[src/rtl/frf_pkg.sv]
`default_nettype none
package frf_pkg;

    localparam logic [1:0]  ST_EVAL       = 2'd0;
    localparam logic [1:0]  ST_ROOT       = 2'd1;
    localparam logic [1:0]  ST_INVALID    = 2'd2;
    localparam logic [1:0]  ST_IDLE       = 2'd3;

    localparam logic        MODE_START    = 1'b0;

    localparam logic        CFG_WIDTH_TOL = 1'b0;
    localparam logic        CFG_VALUE_TOL = 1'b1;

    localparam logic [30:0] TOL_RESET     = 31'd66;
    localparam logic [30:0] ERR_MAX       = 31'h7FFF_FFFF;
    localparam logic [6:0]  PERCENT       = 7'd100;
    localparam logic [5:0]  DIV_LAST      = 6'd63;

    typedef struct packed {
        logic               mode;
        logic signed [31:0] left_end;
        logic signed [31:0] right_end;
        logic signed [31:0] left_value;
        logic signed [31:0] right_value;
        logic signed [31:0] probe_value;
    } t_in;

    typedef struct packed {
        logic [1:0]         status;
        logic signed [31:0] point;
        logic [30:0]        rel_error_pct;
    } t_out;

    typedef enum logic [3:0] {
        S_IDLE,
        S_DECODE,
        S_ERR_MUL,
        S_ERR_GO,
        S_ERR_DIV,
        S_PROBE_UPD,
        S_WIDTH,
        S_SEC_PREP,
        S_SEC_MUL,
        S_SEC_GO,
        S_SEC_DIV,
        S_OUT
    } t_state;

    typedef enum logic [4:0] {
        OP_NONE,
        OP_CAPTURE,
        OP_RES_INVALID,
        OP_RES_MID,
        OP_RES_LEFT,
        OP_RES_RIGHT,
        OP_RES_IDLE,
        OP_LOAD_BRACKET,
        OP_ERR_PREP,
        OP_ERR_MUL,
        OP_DIV_GO,
        OP_ERR_TAKE,
        OP_RES_ROOT,
        OP_UPDATE,
        OP_SET_PREV,
        OP_RES_ZERO_DEN,
        OP_SEC_PREP,
        OP_SEC_MUL,
        OP_SEC_TAKE
    } t_dp_op;

    typedef struct packed {
        logic is_start;
        logic searching;
        logic invalid;
        logic narrow_start;
        logic fa_small;
        logic fb_small;
        logic ax_zero;
        logic fx_small;
        logic width_narrow;
        logic den_zero;
        logic div_done;
    } t_dp_status;

endpackage
`default_nettype wire

[src/rtl/frf_ctrl.sv]
`default_nettype none
module frf_ctrl
    import frf_pkg::*;
(
    input  wire logic       i_clk,
    input  wire logic       i_rst_n,
    input  wire logic       i_in_valid,
    input  wire logic       i_out_ready,
    input  wire t_dp_status i_status,
    output logic            o_in_ready,
    output logic            o_out_valid,
    output t_dp_op          o_op
);

    t_state r_state, n_state;

    always_ff @(posedge i_clk) begin
        if (!i_rst_n) begin
            r_state <= S_IDLE;
        end else begin
            r_state <= n_state;
        end
    end

    always_comb begin
        n_state = r_state;
        unique case (r_state)
            S_IDLE:      if (i_in_valid) n_state = S_DECODE;
            S_DECODE: begin
                if (i_status.is_start) begin
                    if (i_status.invalid || i_status.narrow_start
                            || i_status.fa_small || i_status.fb_small) begin
                        n_state = S_OUT;
                    end else begin
                        n_state = S_SEC_PREP;
                    end
                end else begin
                    n_state = i_status.searching ? S_ERR_MUL : S_OUT;
                end
            end
            S_ERR_MUL:   n_state = i_status.ax_zero ? S_PROBE_UPD : S_ERR_GO;
            S_ERR_GO:    n_state = S_ERR_DIV;
            S_ERR_DIV:   if (i_status.div_done) n_state = S_PROBE_UPD;
            S_PROBE_UPD: n_state = i_status.fx_small ? S_OUT : S_WIDTH;
            S_WIDTH:     n_state = i_status.width_narrow ? S_OUT : S_SEC_PREP;
            S_SEC_PREP:  n_state = i_status.den_zero ? S_OUT : S_SEC_MUL;
            S_SEC_MUL:   n_state = S_SEC_GO;
            S_SEC_GO:    n_state = S_SEC_DIV;
            S_SEC_DIV:   if (i_status.div_done) n_state = S_OUT;
            S_OUT:       if (i_out_ready) n_state = S_IDLE;
            default:     n_state = S_IDLE;
        endcase
    end

    always_comb begin
        o_op        = OP_NONE;
        o_in_ready  = r_state == S_IDLE;
        o_out_valid = r_state == S_OUT;
        unique case (r_state)
            S_IDLE:      if (i_in_valid) o_op = OP_CAPTURE;
            S_DECODE: begin
                if (i_status.is_start) begin
                    if (i_status.invalid)           o_op = OP_RES_INVALID;
                    else if (i_status.narrow_start) o_op = OP_RES_MID;
                    else if (i_status.fa_small)     o_op = OP_RES_LEFT;
                    else if (i_status.fb_small)     o_op = OP_RES_RIGHT;
                    else                            o_op = OP_LOAD_BRACKET;
                end else begin
                    o_op = i_status.searching ? OP_ERR_PREP : OP_RES_IDLE;
                end
            end
            S_ERR_MUL:   o_op = OP_ERR_MUL;
            S_ERR_GO:    o_op = OP_DIV_GO;
            S_ERR_DIV:   if (i_status.div_done) o_op = OP_ERR_TAKE;
            S_PROBE_UPD: o_op = i_status.fx_small ? OP_RES_ROOT : OP_UPDATE;
            S_WIDTH:     o_op = i_status.width_narrow ? OP_RES_ROOT : OP_SET_PREV;
            S_SEC_PREP:  o_op = i_status.den_zero ? OP_RES_ZERO_DEN : OP_SEC_PREP;
            S_SEC_MUL:   o_op = OP_SEC_MUL;
            S_SEC_GO:    o_op = OP_DIV_GO;
            S_SEC_DIV:   if (i_status.div_done) o_op = OP_SEC_TAKE;
            S_OUT:       o_op = OP_NONE;
            default:     o_op = OP_NONE;
        endcase
    end

endmodule
`default_nettype wire
[config.mk]
export PLATFORM = sky130hd
export DESIGN_NAME = frf_ctrl
export DESIGN_NICKNAME = d
export VERILOG_FILES = /design/src/rtl/frf_pkg.sv /design/src/rtl/frf_ctrl.sv
export SDC_FILE = /design/constraint.sdc
export NUM_CORES = 1
export LEC_CHECK = 0
export BUFFER_PORTS_ARGS = -buffer_cell sky130_fd_sc_hd__clkbuf_2
export CAP_MARGIN = 20
export CORE_AREA = 8 8 45 47
export DETAILED_ROUTE_END_ITERATION = 6
export DIE_AREA = 0 0 53 55
export PLACE_DENSITY = 0.8
export SETUP_SLACK_MARGIN = 0.2
export SYNTH_ARGS = -nofsm -noshare
export SYNTH_HDL_FRONTEND = slang
export SYNTH_SLANG_ARGS = --single-unit
[constraint.sdc]
create_clock -name i_clk -period 2.02 [get_ports i_clk]
set_input_delay 0.505 -clock i_clk [delete_from_list [all_inputs] [get_ports i_clk]]
set_output_delay 0.505 -clock i_clk [all_outputs]
set_load 0.03 [all_outputs]
* After elaboration in Yosys (flattened, before gate mapping) *
Index checks and enable logic that the tools add are counted.

word-level totals
  register bits after elaboration = 4
  bits of input ports = 15
  output and inout port bits = 7
  logic and storage cells = 47

operators by class
  eq/ne operators = 15
  mux-type cells = 25
  reductions and logical operators = 6

operators by type and width
  kind                number
  $pmux 5 s10         1
  $pmux 4 s12         1
  $mux 4              11
  $eq 4x3->1 const B  4
  $eq 4x4->1 const B  4
  $mux 5              3
  $mux 3              3
  $eq 4x2->1 const B  2
  $mux 2              4
  $ne 2x2->1 const B  4
  $eq 4x1->1 const B  1
  $logic_not 4->1     1
  $reduce_and 4->1    1
  $logic_or 1x1->1    3
  $mux 1              2
  $reduce_or 2->1     1

* Longest topological paths before layout *
Gate-level depths: netlist (run 1).

  depth in word-level cells = 6
  depth in mapped cells = 6
  mapped depth without buffers = 5

* Least setup slack after synthesis (run 1) *
OpenSTA, ideal clock, no wires.

  kind = input to output
  from = in i_status[9] in the netlist's numbering
  to = out o_op[1]
  data arrival time = 1.679 ns
  required time = 1.515 ns
  setup slack = -0.164 ns
  stages = 3
  path buffers = 0
  cell sequence = nor2b_2 > or4_4 > o221ai_1

between the ends
  cells in the longest elaborated chain, start to end = 3

RTL lines
  item             RTL line        text
  start, declared  frf_ctrl.sv:9   input wire t_dp_status i_status,
  $mux 4           frf_ctrl.sv:69  o_op = i_status.searching ? OP_ERR_PREP : OP_RES_IDLE;
  $mux 5           frf_ctrl.sv:62  if (i_status.is_start) begin
  $pmux 5 s10      frf_ctrl.sv:59  unique case (r_state)
  end, declared    frf_ctrl.sv:12  output t_dp_op o_op

No other way between the ends.

* Final worst setup path (run 1) *
  from = reg r_state[2]
  to = out o_op[1]

between the ends
  cells in the longest elaborated chain, start to end = 3
  elaborated cells on any way between the ends = 13
  those cells by class = eq/ne: 10; mux: 1; reduce/logical: 2

RTL lines
  item                                             RTL line        text
  start, declared                                  frf_ctrl.sv:15  t_state r_state, n_state;
  start signal, assigned                           frf_ctrl.sv:21  r_state <= n_state;
  $eq 4x4->1 / $eq 4x2->1 (equally long branches)  frf_ctrl.sv:59
  $reduce_or 2->1 (no source line)                 --
  $pmux 5 s10 (*)                                  frf_ctrl.sv:59

Mark *: on every way between the ends. The rest lies on a longest branch, timed or not.

==> results.py, run 1 <==
metrics = {
    "status": {
        "status": "complete, but fails checks",
        "violations": "setup timing",
    },
    "floorplanning": {
        "dieArea_um2": 2920,
        "fp-row-count": 14,
        "die_h_um": 55,
        "die_w_um": 53,
        "pin_count": 22,
        "coreArea_um2": 1380,
        "initial_core_util": 0.443,
    },
    "finish": {
        "syn2layout_area_growth_pct": 63.7,
        "fillers": 99,
        "fin_area_um2": 1000,
        "top_register": "r_state",
        "top_regs": "r_state: 4 flops",
        "nets": 141,
        "num_antenna_cells": 0,
        "drive_above_1_share": 0.435,
        "fin_util": 0.725,
        "largest_reg_flops": 4,
    },
    "clocking": {
        "htreeDepth": 1,
        "clk_latency_ns": 0.25,
        "clock_tree.root_cell": "clkbuf_4",
        "clk_pin_slew_ns": 0.05,
        "cts_tree": "built",
        "numCtsBuffers": 3,
        "clock_sinks": 4,
        "clk_path_buf_depth": 2,
    },
    "power_and_ir_drop": {
        "power.leakage_nw": 0.382,
        "power_switching_mw": 0.800,
        "internal_power_mw": 0.765,
        "p_sw_frac": 0.511,
        "p_per_area_nw_per_um2": 1560,
        "max-vdd-ir-drop_uv": 986,
        "comb_power_share": 0.804,
        "clock_power_share": 0.070,
        "power_frac_seq": 0.126,
    },
    "placed_design": {
        "portBuffers": 21,
        "hpwl_um": 1650,
        "globalplace.congestion": 0.911,
        "placed_cell_area_um2": 825,
    },
    "timing": {
        "slew_headroom": 0.775,
        "finClkSkew_ns": 0.0111,
        "rsz0062_at_grt": "yes",
        "fin_crit_sh": 1.05,
        "fmax_mhz": 469,
        "period_minus_slack_ns": 2.13,
        "setup_tns_ns": -0.179,
        "setup_viol": 3,
        "fin_ws_ns": -0.110,
        "finalHoldViolations": 0,
        "slew_viol_final": 0,
        "tightest_slew_ns": 0.336,
        "timing.hold.ws_ns": 0.536,
    },
    "synth": {
        "ys_seq_elements": 4,
        "netlist_area_um2": 613,
        "synth_warnings": 0,
        "synth-async-reset-ratio": 0,
        "seq_area_frac_synth": 0.131,
        "synthFlopType": "dfxtp_1",
        "synth_edf_count": 0,
        "synth_cell_types": 36,
        "avgSynthCellArea_um2": 6.32,
        "synth_cells": 97,
        "syn_nets": 112,
    },
    "critical_path": {
        "reg2reg_slack_ns": 0.24,
        "crit_fanout": 19,
        "worstReg2RegEnd": "r_state[0]",
        "arrival_ns": 1.63,
        "cp.required_ns": 1.51,
        "criticalPathCategory": "reg2out",
        "start_kind": "flop",
        "cp-end-kind": "primary output",
        "r2r_start": "r_state[0]",
        "rr_worst_depth": 6,
    },
    "detailed_routing": {
        "drtIter0Drc": 47,
        "routedWlPerCell_um": 17.3,
        "via_per_inst": 6.59,
        "drtPass1Iterations": 4,
        "wl_um": 2430,
        "vias": 923,
        "drc": 0,
        "ant_nets": 0,
    },
    "grt": {
        "globalRouteOverflowTotal": 0,
        "grt_pass1_wl_um": 4010,
        "antenna_found_initial": 0,
        "grt_pass1_vias": 910,
        "grt_max_degree": 21,
        "track_usage": 0.181,
    },
    "min_path": {
        "hold_class": "in2reg",
        "worstHoldEndpoint": "r_state[1]",
        "hold_depth": 2,
        "hp-start": "i_rst_n",
    },
    "job": {
        "drv_cap": 0,
    },
}
==> final cells by class <==
cell class | instances | area [um^2] | area share
multi-input combinational | 82 | 587 | 0.585
timing repair buffer | 32 | 272 | 0.271
tap | 16 | 20.0 | 0.0200
sequential | 4 | 91.3 | 0.0910
inverter | 3 | 11.3 | 0.0112
clock buffer | 3 | 22.5 | 0.0224
==> critical path, cell delays in order, from the launching register on <==
cell and delay (ns):
dfxtp_1 0.35, buf_6 0.21, nor2b_1 0.29, a21oi_1 0.15, o221ai_2 0.19, clkbuf_8 0.19
==> worst max path at each step <==
stage,startpoint,endpoint,slack [ns],depth (start not counted)
global route,r_state[2],o_op[1],-0.15,5
global placement,i_status[10],o_op[0],-0.06,7
detailed placement,i_status[10],o_op[0],-0.06,7
CTS,i_status[9],o_op[1],-0.09,5
finish,r_state[2],o_op[1],-0.11,5
floorplan,i_status[9],o_op[1],0.07,3
==> per-stage QoR <==
stage,std cells,power (mW),setup slack (ns)
2_1_floorplan,97,0.912,0.0689
3_3_place_gp,136,1.15,-0.0592
3_5_place_dp,136,1.18,-0.0643
4_1_cts,139,1.48,-0.0857
5_1_grt,140,1.66,-0.148
6_report,140,1.56,-0.110
==> layer usage <==
metal / up-vias / GRT usage / part of all wire
met5: - / 0 / 0
met4: 0 / 0.164 / 0.047
met3: 19 / 0.0267 / 0.075
met2: 62 / 0.301 / 0.51
met1: 426 / 0.195 / 0.37
li1: 416 / - / -
==> power by group through the flow <==
stage / registers (mW) / logic, mW / clock network, mW
after global routing: 0.198 / 1.34 / 0.120
after floorplan: 0.136 / 0.776 / 0
final: 0.197 / 1.26 / 0.109
after detailed placement: 0.163 / 1.01 / 0
after global placement: 0.162 / 0.990 / 0
after CTS: 0.190 / 1.18 / 0.109
==> cells by family after synthesis <==
family | after synthesis | share of synthesized area
simple gates | 44 | 0.396
compound gates | 37 | 0.380
buf+inv | 11 | 0.0796
flops | 4 | 0.131
xor+xnor | 1 | 0.0143
==> cell usage after synthesis, types with 2 or more instances <==
cell	n	area [um^2]
a21boi_1	2	15.0
a21oi_1	7	35.0
a31oi_1	3	18.8
buf_2	6	30.0
clkbuf_1	2	7.51
dfxtp_1	4	80.1
inv_1	3	11.3
nand2_1	8	30.0
nand2b_1	2	12.5
nand3b_1	2	15.0
nand4b_1	2	17.5
nor2_1	14	52.6
nor2b_1	2	12.5
nor3_1	3	15.0
nor3b_1	3	22.5
o21a_1	4	30.0
o21ai_0	7	35.0
o21ai_1	3	15.0
o22ai_1	3	18.8
==> cell usage in the layout, fill, tap and decap left out, types with 2 or more instances in the layout <==
| master | instances |
|---|---|
| o21ai_1 | 4 |
| a21oi_1 | 7 |
| o21ai_0 | 5 |
| a31oi_1 | 3 |
| nor3b_1 | 3 |
| nor2b_1 | 2 |
| nor3_1 | 2 |
| buf_6 | 4 |
| o21a_1 | 4 |
| nor2_1 | 12 |
| inv_1 | 3 |
| clkbuf_4 | 3 |
| nand4b_1 | 2 |
| buf_4 | 7 |
| dfxtp_4 | 3 |
| nand2_1 | 7 |
| nand3b_1 | 2 |
| a21boi_1 | 2 |
| nor2_4 | 2 |
| clkbuf_8 | 5 |
| nor3_2 | 2 |
| o22ai_2 | 2 |
| clkbuf_2 | 14 |
==> what timing repair did <==
| item | CTS | global route |
|---|---|---|
| gates cloned | 0 | 0 |
| pin swaps | 2 | 5 |
| resized for setup | 33 | 7 |
| buffers inserted | 0 | 1 |
| hold buffers | 0 | 0 |
| endpoints found under the setup margin | 6 | 8 |
| endpoints found under the hold margin | 0 | 0 |
(Power assumes the default switching activity.)
==> inputs of run 2 (changes only) <==
--- a/config.mk
+++ b/config.mk
@@ -10,7 +10,7 @@
 export CORE_AREA = 8 8 45 47
 export DETAILED_ROUTE_END_ITERATION = 6
 export DIE_AREA = 0 0 53 55
-export PLACE_DENSITY = 0.8
+export PLACE_DENSITY = 0.75
 export SETUP_SLACK_MARGIN = 0.2
 export SYNTH_ARGS = -nofsm -noshare
 export SYNTH_HDL_FRONTEND = slang
==> run 2 against run 1 <==
Against the previous run:
- the flow still finishes with violations (setup timing)
- cell count increased by 2.9%
- design area rose by 2.2%
- fmax is 1.1% higher
- combinational power barely moved
- hold slack better by 0.0045 ns
- total power down 0.82%
- setup slack better by 0.023 ns
- count of clock-buffer cells in the layout stayed put
- core utilization increased by 1.6 points
- largest power group unchanged
- highest routed layer unchanged
==> results.py, run 2 (synthesis results as in run 1) <==
metrics = {
    "power_and_ir_drop": {
        "power.leakage_nw": 0.398,
        "power_mw": 1.55,
        "max-vdd-ir-drop_uv": 1050,
        "p_per_area_nw_per_um2": 1510,
    },
    "detailed_routing": {
        "via_per_inst": 6.28,
        "routedWlPerCell_um": 17.0,
        "drtPass1Iterations": 4,
        "drc": 0,
        "wl_um": 2450,
        "vias": 904,
        "drtIter0Drc": 37,
        "ant_nets": 0,
    },
    "job": {
        "drv_cap": 0,
    },
    "clocking": {
        "clk_latency_ns": 0.24,
        "ctsHoldBuffers": 0,
        "cts_tree": "built",
        "htreeDepth": 1,
        "clock_tree.root_cell": "clkbuf_4",
        "clock_sinks": 4,
        "clk_pin_slew_ns": 0.04,
        "numCtsBuffers": 3,
        "clk_path_buf_depth": 2,
    },
    "critical_path": {
        "slowest_delay_ns": 0.37,
        "start_kind": "flop",
        "crit_buf_inv": 1,
        "cp_slowest_cell": "dfxtp_4",
        "cp-end-kind": "primary output",
        "crit_family": "compound AO/OA/AOI/OAI gates",
        "criticalPathCategory": "reg2out",
        "cp.required_ns": 1.51,
        "arrival_ns": 1.60,
        "crit_chain": "nor4bb_4, o21ai_1, a21oi_1, a31oi_1, o22ai_2, clkbuf_8",
        "crit_fanout": 7,
    },
    "grt": {
        "antenna_found_initial": 0,
        "globalRouteOverflowTotal": 0,
        "grt_pass1_wl_um": 3590,
        "grt_max_degree": 22,
        "grt_pass1_vias": 811,
        "track_usage": 0.157,
    },
    "timing": {
        "slew_headroom": 0.775,
        "timing.hold.ws_ns": 0.541,
        "setup_tns_ns": -0.201,
        "fin_crit_sh": 1.04,
        "fin_ws_ns": -0.0876,
        "tightest_slew_ns": 0.335,
        "setup_viol": 3,
        "fmax_mhz": 474,
        "finClkSkew_ns": 0.00427,
        "slew_viol_final": 0,
        "period_minus_slack_ns": 2.11,
        "rsz0062_at_grt": "yes",
        "finalHoldViolations": 0,
    },
    "min_path": {
        "hold_class": "in2reg",
    },
    "placed_design": {
        "hpwl_um": 1590,
        "portBuffers": 21,
        "placed_cell_area_um2": 832,
        "globalplace.congestion": 0.886,
    },
    "finish": {
        "fin_area_um2": 1030,
        "fin_util": 0.741,
        "largest_reg_flops": 4,
        "layout_commonest_cell": "clkbuf_2",
        "drive_above_1_share": 0.469,
        "nets": 145,
        "syn2layout_area_growth_pct": 67.3,
        "top_regs": "r_state: 4 flops",
        "final_cell_mix": "clkbuf_2, nor2_1, buf_4, nand2_1, a21oi_1",
        "fillers": 112,
        "top_register": "r_state",
        "num_antenna_cells": 0,
    },
    "floorplanning": {
        "die_h_um": 55,
        "dieArea_um2": 2920,
        "pin_count": 22,
        "initial_core_util": 0.443,
        "die_w_um": 53,
        "fp-row-count": 14,
        "coreArea_um2": 1380,
    },
    "status": {
        "violations": "setup timing",
        "status": "complete, but fails checks",
    },
}
[run 2: where the power goes]
group	internal [mW]	switching [mW]
clock network	0.0669	0.0384
registers	0.125	0.0667
logic	0.565	0.690
[run 2: layout make-up]
cell class                 instances  area [um^2]  area share
timing repair buffer              36          289       0.282
tap                               16         20.0      0.0195
sequential                         4         90.1      0.0878
clock buffer                       3         22.5      0.0220
inverter                           3         11.3      0.0110
multi-input combinational         82          593       0.578
[run 2: worst paths after layout]
| path | startpoint | endpoint | slack (ns) | cells after the start |
|---|---|---|---|---|
| max | r_state[3] | o_op[0] | -0.09 | 6 |
| min | i_rst_n | r_state[3] | 0.54 | 2 |
| max reg2reg | r_state[0] | r_state[1] | 0.29 | 6 |
| min reg2reg | r_state[1] | r_state[3] | 0.63 | 2 |
[run 2: metal layers]
metal,vias to the layer above,GRT usage,share of wire
met2,60,0.281,0.54
li1,428,-,-
met5,-,0,0
met4,0,0.0474,0.013
met3,7,0.0267,0.080
met1,409,0.187,0.37
[run 2: what timing repair did]
action | 4_1_cts | 5_1_grt
buffers inserted | 2 | 2
endpoints found under the setup margin | 6 | 9
resized for setup | 24 | 16
pin swaps | 4 | 5
[run 2: per-stage QoR]
stage,std cells,setup WS (ns)
finish,144,-0.0876
detailed placement,137,-0.181
global placement,137,-0.0568
global route,144,-0.130
floorplan,97,0.0689
CTS,142,-0.0858
